--- config.mk ---
export PLATFORM = sky130hd
export DESIGN_NAME = midi_message_parser
export DESIGN_NICKNAME = d
export VERILOG_FILES = /design/src/sv/mmp_pkg.sv /design/src/sv/midi_message_parser.sv
export SDC_FILE = /design/constraint.sdc
export NUM_CORES = 1
export LEC_CHECK = 0
export BUFFER_PORTS_ARGS = -buffer_cell sky130_fd_sc_hd__clkbuf_2
export CELL_PAD_IN_SITES_DETAIL_PLACEMENT = 0
export CELL_PAD_IN_SITES_GLOBAL_PLACEMENT = 1
export CORE_ASPECT_RATIO = 1.5
export CORE_MARGIN = 2
export CORE_UTILIZATION = 45
export CTS_CLUSTER_DIAMETER = 30
export DETAILED_ROUTE_END_ITERATION = 8
export PLACE_DENSITY_LB_ADDON = 0.08
export SKIP_LAST_GASP = 1
export SYNTH_ARGS = -nofsm -noshare
export SYNTH_HDL_FRONTEND = slang
export SYNTH_SLANG_ARGS = --single-unit
--- constraint.sdc ---
create_clock -name i_clk -period 4.04 [get_ports i_clk]
set_clock_uncertainty 0.05 [all_clocks]
set_input_delay 0.808 -clock i_clk [delete_from_list [all_inputs] [get_ports i_clk]]
set_output_delay 0.808 -clock i_clk [all_outputs]
set_load 0.005 [all_outputs]
--- src/sv/mmp_pkg.sv ---
// ----------------------------------------------------------------------------
// mmp_pkg
// Types and constants shared by the MIDI message parser files.
// ----------------------------------------------------------------------------
package mmp_pkg;

    localparam int unsigned BYTE_W = 8;
    localparam int unsigned DATA_W = 7;

    localparam logic [3:0] NIBBLE_NOTE_ON = 4'h9;
    localparam logic [3:0] NIBBLE_CTRL    = 4'hB;

    localparam logic KIND_NOTE_ON = 1'b0;
    localparam logic KIND_CTRL    = 1'b1;

    typedef enum logic [2:0] {
        PH_WAIT_STATUS   = 3'd0,
        PH_WAIT_NOTE     = 3'd1,
        PH_WAIT_CTRL_NUM = 3'd2,
        PH_WAIT_VELOCITY = 3'd3,
        PH_WAIT_CTRL_VAL = 3'd4
    } t_phase;

endpackage

--- src/sv/midi_message_parser.sv ---
// ----------------------------------------------------------------------------
// midi_message_parser
// Parses received MIDI bytes into note-on and controller-change messages.
// ----------------------------------------------------------------------------
// Input channel: one received MIDI byte per word (i_in_valid / o_in_ready).
// Output channel: one completed message per word (o_out_valid / i_out_ready):
// kind (0 note on, 1 controller change), first and second data byte.
// Status bytes 0x9n and 0xBn start a message, any other status byte drops
// back to waiting; data bytes outside a message are dropped. No running
// status; the channel nibble is not reported.
// Path: a byte is taken into the input register and parsed there; its
// message (if any) is written into the output register when the parse
// step is taken, which can wait while an output word is stalled.
// Throughput: one byte per cycle, set by the single parse stage between the
// input and output registers, except while a completing byte waits (see Stall).
// Reset: both registers empty, parser waiting for a status byte.
// Stall: while a message waits in the output register, bytes that produce
// no message still flow through; a byte that completes a message holds in
// the input register until the output word is taken.
// ----------------------------------------------------------------------------
module midi_message_parser (
    input  logic                             i_clk,
    input  logic                             i_rst_n,
    input  logic                             i_in_valid,
    output logic                             o_in_ready,
    input  logic [mmp_pkg::BYTE_W-1:0]       i_midi_byte,
    output logic                             o_out_valid,
    input  logic                             i_out_ready,
    output logic                             o_msg_kind,
    output logic [mmp_pkg::DATA_W-1:0]       o_first_data,
    output logic [mmp_pkg::DATA_W-1:0]       o_second_data
);

    logic                         r_in_vld;
    logic [mmp_pkg::BYTE_W-1:0]   r_in_byte;
    mmp_pkg::t_phase              r_phase, n_phase;
    logic [mmp_pkg::DATA_W-1:0]   r_held, n_held;
    logic                         r_out_vld;
    logic                         r_out_kind;
    logic [mmp_pkg::DATA_W-1:0]   r_out_first, r_out_second;

    logic                         is_status;
    logic [mmp_pkg::DATA_W-1:0]   data;
    logic                         emit;
    logic                         emit_kind;
    logic                         out_free;
    logic                         proc;

    assign is_status = r_in_byte[mmp_pkg::BYTE_W-1];
    assign data      = r_in_byte[mmp_pkg::DATA_W-1:0];
    assign out_free  = !r_out_vld || i_out_ready;
    assign proc      = r_in_vld && (!emit || out_free);
    assign o_in_ready = !r_in_vld || proc;

    always_comb begin
        n_phase   = r_phase;
        n_held    = r_held;
        emit      = 1'b0;
        emit_kind = mmp_pkg::KIND_NOTE_ON;
        if (is_status) begin
            priority if (r_in_byte[7:4] == mmp_pkg::NIBBLE_NOTE_ON) begin
                n_phase = mmp_pkg::PH_WAIT_NOTE;
            end else if (r_in_byte[7:4] == mmp_pkg::NIBBLE_CTRL) begin
                n_phase = mmp_pkg::PH_WAIT_CTRL_NUM;
            end else begin
                n_phase = mmp_pkg::PH_WAIT_STATUS;
            end
        end else begin
            unique case (r_phase)
                mmp_pkg::PH_WAIT_NOTE: begin
                    n_held  = data;
                    n_phase = mmp_pkg::PH_WAIT_VELOCITY;
                end
                mmp_pkg::PH_WAIT_CTRL_NUM: begin
                    n_held  = data;
                    n_phase = mmp_pkg::PH_WAIT_CTRL_VAL;
                end
                mmp_pkg::PH_WAIT_VELOCITY: begin
                    emit      = 1'b1;
                    emit_kind = mmp_pkg::KIND_NOTE_ON;
                    n_phase   = mmp_pkg::PH_WAIT_STATUS;
                end
                mmp_pkg::PH_WAIT_CTRL_VAL: begin
                    emit      = 1'b1;
                    emit_kind = mmp_pkg::KIND_CTRL;
                    n_phase   = mmp_pkg::PH_WAIT_STATUS;
                end
                default: begin
                    n_phase = mmp_pkg::PH_WAIT_STATUS;
                end
            endcase
        end
    end

    always_ff @(posedge i_clk) begin
        if (!i_rst_n) begin
            r_in_vld  <= 1'b0;
            r_phase   <= mmp_pkg::PH_WAIT_STATUS;
            r_held    <= '0;
            r_out_vld <= 1'b0;
        end else begin
            if (o_in_ready) begin
                r_in_vld <= i_in_valid;
            end
            if (proc) begin
                r_phase <= n_phase;
                r_held  <= n_held;
            end
            if (proc && emit) begin
                r_out_vld <= 1'b1;
            end else if (i_out_ready) begin
                r_out_vld <= 1'b0;
            end
        end
    end

    always_ff @(posedge i_clk) begin
        if (o_in_ready && i_in_valid) begin
            r_in_byte <= i_midi_byte;
        end
        if (proc && emit) begin
            r_out_kind   <= emit_kind;
            r_out_first  <= r_held;
            r_out_second <= data;
        end
    end

    assign o_out_valid   = r_out_vld;
    assign o_msg_kind    = r_out_kind;
    assign o_first_data  = r_out_first;
    assign o_second_data = r_out_second;

endmodule

==> flow_summary.json, run 1 <==
{
  "postSynthAreaPerCell_um2": 15.1,
  "holdBufCountCts": 0,
  "num_io_pins": 29,
  "synthCells": 84,
  "synth_adder_area_share_pct": 0,
  "rows": 23,
  "ctsResizeCount": 0,
  "synth-xor-area-share_pct": 0.691,
  "finalCritPeriodShare_pct": 63.4,
  "cts_sinks": 35,
  "finalPower_w": 0.000707,
  "antenna_cells": 0,
  "core_area_mm2": 0.00268,
  "final_util_pct": 58.0,
  "grt-ovfl-total": 0,
  "path_clk_slew_ps": 60,
  "die_w_um": 47.3,
  "route.detailed.drc": 0,
  "mostFrequentLayoutCell": "clkbuf_2",
  "drv_cap": 0,
  "hold_viol": 0,
  "initial_core_util_pct": 47.4,
  "synthMuxAreaShare_pct": 6.32,
  "hp-class": "reg2reg",
  "synth_top_family_by_area": "simple AND/OR/NAND/NOR gates",
  "dieHeight_um": 69,
  "arrival_ps": 1700,
  "via_per_inst": 4.90,
  "ir_worst_vdd_mv": 0.282,
  "yosysWarnings": 0,
  "status": "completed",
  "layout_common_cells": "clkbuf_2, edfxtp_1, dfxtp_1",
  "layoutNonFillerInstCount": 155,
  "end_kind": "output pin",
  "syn_area_mm2": 0.00127,
  "reg2reg_slack_ps": 1570,
  "synth_cell_types": 26,
  "ant_nets": 0,
  "dr.pass1.iters": 4,
  "fin_nets": 129,
  "post_cts_buffers": 0,
  "synth_nets": 96,
  "layout-drive-gt1-share_pct": 33.1,
  "max_slew.worst_pin.slew_ps": 1150,
  "rsz0062_at_grt": "no",
  "grt_pass1_vias": 698,
  "ctsRootBufferMaster": "clkbuf_8",
  "area_delta_synth_final_pct": 22.5,
  "synth_compound_area_share_pct": 6.22,
  "crit_start": "r_in_byte[7]$_DFFE_PP_",
  "dp_cells": 147,
  "cts_tree": "yes",
  "hpwl_um": 1370,
  "cts_made_buffers": 5,
  "yosys.area_share.simple_pct": 11.5,
  "start_kind": "register",
  "drtIter0Drc": 17,
  "nFillCells": 237,
  "critPathRequiredTime_ps": 3180,
  "ys_ff_latch": 35,
  "grt_pass1_wl_um": 3230,
  "period_needed_ps": 2560,
  "worstPathMaxFanout": 6,
  "totalWireLength_um": 2040,
  "finalSetupTns_ps": 0,
  "grt_max_degree": 16,
  "drv_slew": 0,
  "setup_viol": 0,
  "routabilityCongestion": 0.720,
  "async_flop_share_pct": 0,
  "synth_enable_flop_cells": 23,
  "p_leak_nw": 0.639,
  "relSlewSlack_pct": 22.9,
  "grt_antenna_before_repair": 0,
  "cts_max_level": 2,
  "critPathKind": "reg2out",
  "placement.io_buffers": 28,
  "fmax_mhz": 391,
  "die_area_mm2": 0.00327,
  "clk_latency_ps": 280,
  "hold_path.startpoint": "r_held[2]$_SDFFE_PN0P_",
  "vias": 759,
  "reg2reg_from": "r_in_byte[7]$_DFFE_PP_",
  "power_density_mw_per_mm2": 456,
  "wire_per_inst_um": 13.1,
  "ys.flop_type": "edfxtp_1",
  "clk_path_buf_depth": 2,
  "synth_seq_area_share_pct": 73.4,
  "grt.total_usage_pct": 14.8
}
## layer usage
metal / global-route usage, % / vias up / routed length [um]
li1: - / 367 / -
met1: 17.3 / 365 / 847
met2: 21.3 / 21 / 1010
met3: 5.50 / 6 / 108
met4: 10.2 / 0 / 68
met5: 0 / - / 0
## cells in the mapped netlist, types with 3 or more instances
cell      count  area share (%)
a21boi_1      3             1.8
dfxtp_1      12              19
edfxtp_1     23              54
inv_1         4             1.2
mux2i_1       8             6.3
nand2_1       6             1.8
nor2_1        3            0.89
nor2b_1       7             3.5
## report_power, final
| group | total [W] | switching, W | internal, W | leakage (nW) |
|---|---|---|---|---|
| clock | 0.000296 | 0.000115 | 0.000180 | 0.0556 |
| sequential | 0.000394 | 0.00000604 | 0.000387 | 0.312 |
| combinational | 0.0000182 | 0.00000881 | 0.00000939 | 0.271 |
| total | 0.000707 | 0.000130 | 0.000577 | 0.639 |
## worst max-delay path: stages (launching register included)
cell and delay [ps]:
edfxtp_1 460, or4b_4 550, a21oi_4 220, nand2_2 80, clkbuf_2 120
## logic make-up after synthesis
kind of cell | count (synthesis)
compound gates | 10
simple gates | 24
buf+inv | 6
xor+xnor | 1
mux | 8
flops | 35
## layout make-up
cell class	count	area, um2	area share, %
Inverter	4	15.0	0.967
Multi-Input combinational cell	43	313	20.1
Clock inverter	3	38.8	2.50
Timing Repair Buffer	28	140	9.02
Tap cell	37	46.3	2.98
Sequential cell	35	931	60.0
Clock buffer	5	68.8	4.43
## stage by stage
| stage | hold WS [ps] | cell area (um2) | setup WS, ps |
|---|---|---|---|
| floorplan | 358 | 1270 | 1860 |
| global placement | 361 | 1450 | 1550 |
| detailed placement | 372 | 1450 | 1530 |
| CTS | 387 | 1550 | 1470 |
| global route | 395 | 1550 | 1360 |
| finish | 386 | 1550 | 1480 |
## state kept, by name, indices dropped and copies added, names as in the netlist
signal,flops
o_out_valid,1
o_msg_kind,1
o_second_data,7
r_in_byte,8
o_first_data,7
r_in_vld,1
r_held,7
r_phase,3
## path summary, 6_finish.rpt
kind	endpoint	depth (start not counted)
worst max-delay path	o_in_ready	4
worst min-delay path	o_first_data[2]$_DFFE_PP_	0
worst max register to register	o_second_data[2]$_DFFE_PP_	4
worst min register to register	o_first_data[2]$_DFFE_PP_	0
Power figures use the tool's default switching activity.
==> run 2, diff against run 1 <==
Settings changed: ABC_AREA set to 1, CORE_UTILIZATION 45 to 41.
Clock period 4.04 ns to 2.4 ns, I/O delays scaled along.
==> flow_summary.json, run 2 <==
{
  "core_area_mm2": 0.00335,
  "fin_nets": 176,
  "wire_per_inst_um": 10.3,
  "placement.io_buffers": 28,
  "drv_cap": 0,
  "yosysTopAreaCell": "edfxtp_1",
  "cts_made_buffers": 5,
  "grt_antenna_before_repair": 0,
  "finalPower_w": 0.00116,
  "setup_slack_ps": 488,
  "hpwl_um": 1610,
  "synth.area.top_cells": "edfxtp_1, dfxtp_1, nand2_1",
  "grt_pass1_wl_um": 3510,
  "critPathRequiredTime_ps": 1870,
  "post_cts_buffers": 0,
  "worstPathMaxFanout": 4,
  "status": "completed",
  "finalCritPeriodShare_pct": 79.7,
  "dieHeight_um": 75.7,
  "die_area_mm2": 0.00392,
  "die_w_um": 51.8,
  "ctsRootBufferMaster": "clkbuf_8",
  "ys_ff_latch": 35,
  "vias": 923,
  "grt_pass1_vias": 856,
  "postLayoutCellArea_mm2": 0.00169,
  "drtIter0Drc": 10,
  "cts_tree": "yes",
  "place_area_mm2": 0.00160,
  "antenna_cells": 0,
  "nFillCells": 321,
  "finalSetupTns_ps": 0,
  "cts_sinks": 35,
  "synth_cell_types": 18,
  "layoutNonFillerInstCount": 207,
  "period_needed_ps": 1910,
  "max_slew.worst_pin.slew_ps": 621,
  "rows": 26,
  "hold_viol": 0,
  "initial_core_util_pct": 42.0,
  "routabilityCongestion": 0.742,
  "dp_cells": 199,
  "layout_common_cells": "clkbuf_2, nand2_1, edfxtp_1",
  "reg2reg_slack_ps": 550,
  "route.detailed.drc": 0,
  "path_clk_slew_ps": 60,
  "synth_top_area_share_pct": 49.1,
  "dr.pass1.iters": 4,
  "synth_enable_flop_cells": 23,
  "num_io_pins": 29,
  "arrival_ps": 1380,
  "mostFrequentLayoutCell": "clkbuf_2",
  "ir_worst_vdd_mv": 0.340,
  "cts_max_level": 2,
  "relSlewSlack_pct": 58.5,
  "totalWireLength_um": 2130,
  "clk_latency_ps": 280,
  "grt_max_degree": 16,
  "critPathKind": "reg2out",
  "synth_seq_area_share_pct": 66.2,
  "largest_register_ffs": 8,
  "synth_nets": 142,
  "synthCells": 130,
  "clk_path_buf_depth": 2,
  "postSynthAreaPerCell_um2": 10.8,
  "hp-class": "in2reg",
  "area_delta_synth_final_pct": 19.9,
  "holdBufCountCts": 0,
  "layout-drive-gt1-share_pct": 35.2,
  "ys.flop_type": "edfxtp_1",
  "grt.total_usage_pct": 12.7,
  "p_leak_nw": 0.733,
  "rsz0062_at_grt": "no",
  "syn_area_mm2": 0.00141,
  "setup_viol": 0,
  "ant_nets": 0,
  "fmax_mhz": 523,
  "via_per_inst": 4.46,
  "yosysWarnings": 0,
  "pre_cts_ws_ps": 551,
  "end_kind": "output pin",
  "grt-ovfl-total": 0,
  "largest-register": "r_in_byte",
  "start_kind": "register",
  "ctsResizeCount": 0,
  "synth_common_cells": "edfxtp_1, nand2_1, inv_1, dfxtp_1, nor2_1",
  "async_flop_share_pct": 0,
  "power_density_mw_per_mm2": 686,
  "drv_slew": 0
}
## run 2: cell types whose count changed in the layout (fill, tap and decap cells not counted), moves of 7 or more
| cell | before | now |
|---|---|---|
| nor2b_1 | 7 | 0 |
| nand2_1 | 6 | 23 |
| mux2i_1 | 8 | 0 |
| nand4_1 | 0 | 9 |
| nor2_2 | 1 | 8 |
| nor2_1 | 3 | 10 |
| inv_2 | 0 | 8 |
| inv_1 | 4 | 22 |
## run 2: final cells by class
type	instances	area [um2]	area share (%)
flip-flops and latches	35	931	55.2
well taps	42	52.6	3.12
multi-input cells	63	353	20.9
inverters	30	113	6.68
repair buffers	29	148	8.75
clock inverters	1	3.75	0.223
clock buffers	7	86.3	5.12
## run 2: layer usage
layer  GRT usage [%]  share of wire [%]  vias up
met4            7.02                2.6        0
met3            4.71                5.9        6
li1                -                  -      477
met1            13.4                 42      411
met5               0                  0        -
met2            21.5                 50       29
## run 2: power by group
group          internal, W  switching, W
Combinational    0.0000249     0.0000428
Sequential        0.000659    0.00000908
Clock             0.000230      0.000192
Total             0.000914      0.000244
## run 2: cell families after synthesis
group / count (synthesis) / share of synthesized area, %
flip-flops: 35 / 66.2
AO/OA/AOI/OAI: 5 / 1.78
buffers and inverters: 32 / 8.72
AND/OR/NAND/NOR: 58 / 23.3
## run 2: metrics by stage
stage          hold WS, ps  utilization [%]
6_report               322             50.3
5_1_grt                313             50.3
4_1_cts                316             50.3
3_5_place_dp           370             47.6
3_3_place_gp           362             47.6
2_1_floorplan          358                -
## run 2: critical path, stage by stage, from the launching register on
cell      delay (ps)
edfxtp_1         420
nor2_1           190
nand2_1          140
nand2_4          130
nand3_2           90
clkbuf_2         130
## run 2: final timing paths
path	from	end	cells past startpoint
setup / recovery	r_in_byte[7]$_DFFE_PP_	o_in_ready	5
hold / removal	i_midi_byte[5]	r_in_byte[5]$_DFFE_PP_	1
setup reg to reg	r_in_byte[7]$_DFFE_PP_	o_second_data[1]$_DFFE_PP_	8
hold reg to reg	r_held[4]$_SDFFE_PN0P_	o_first_data[4]$_DFFE_PP_	0
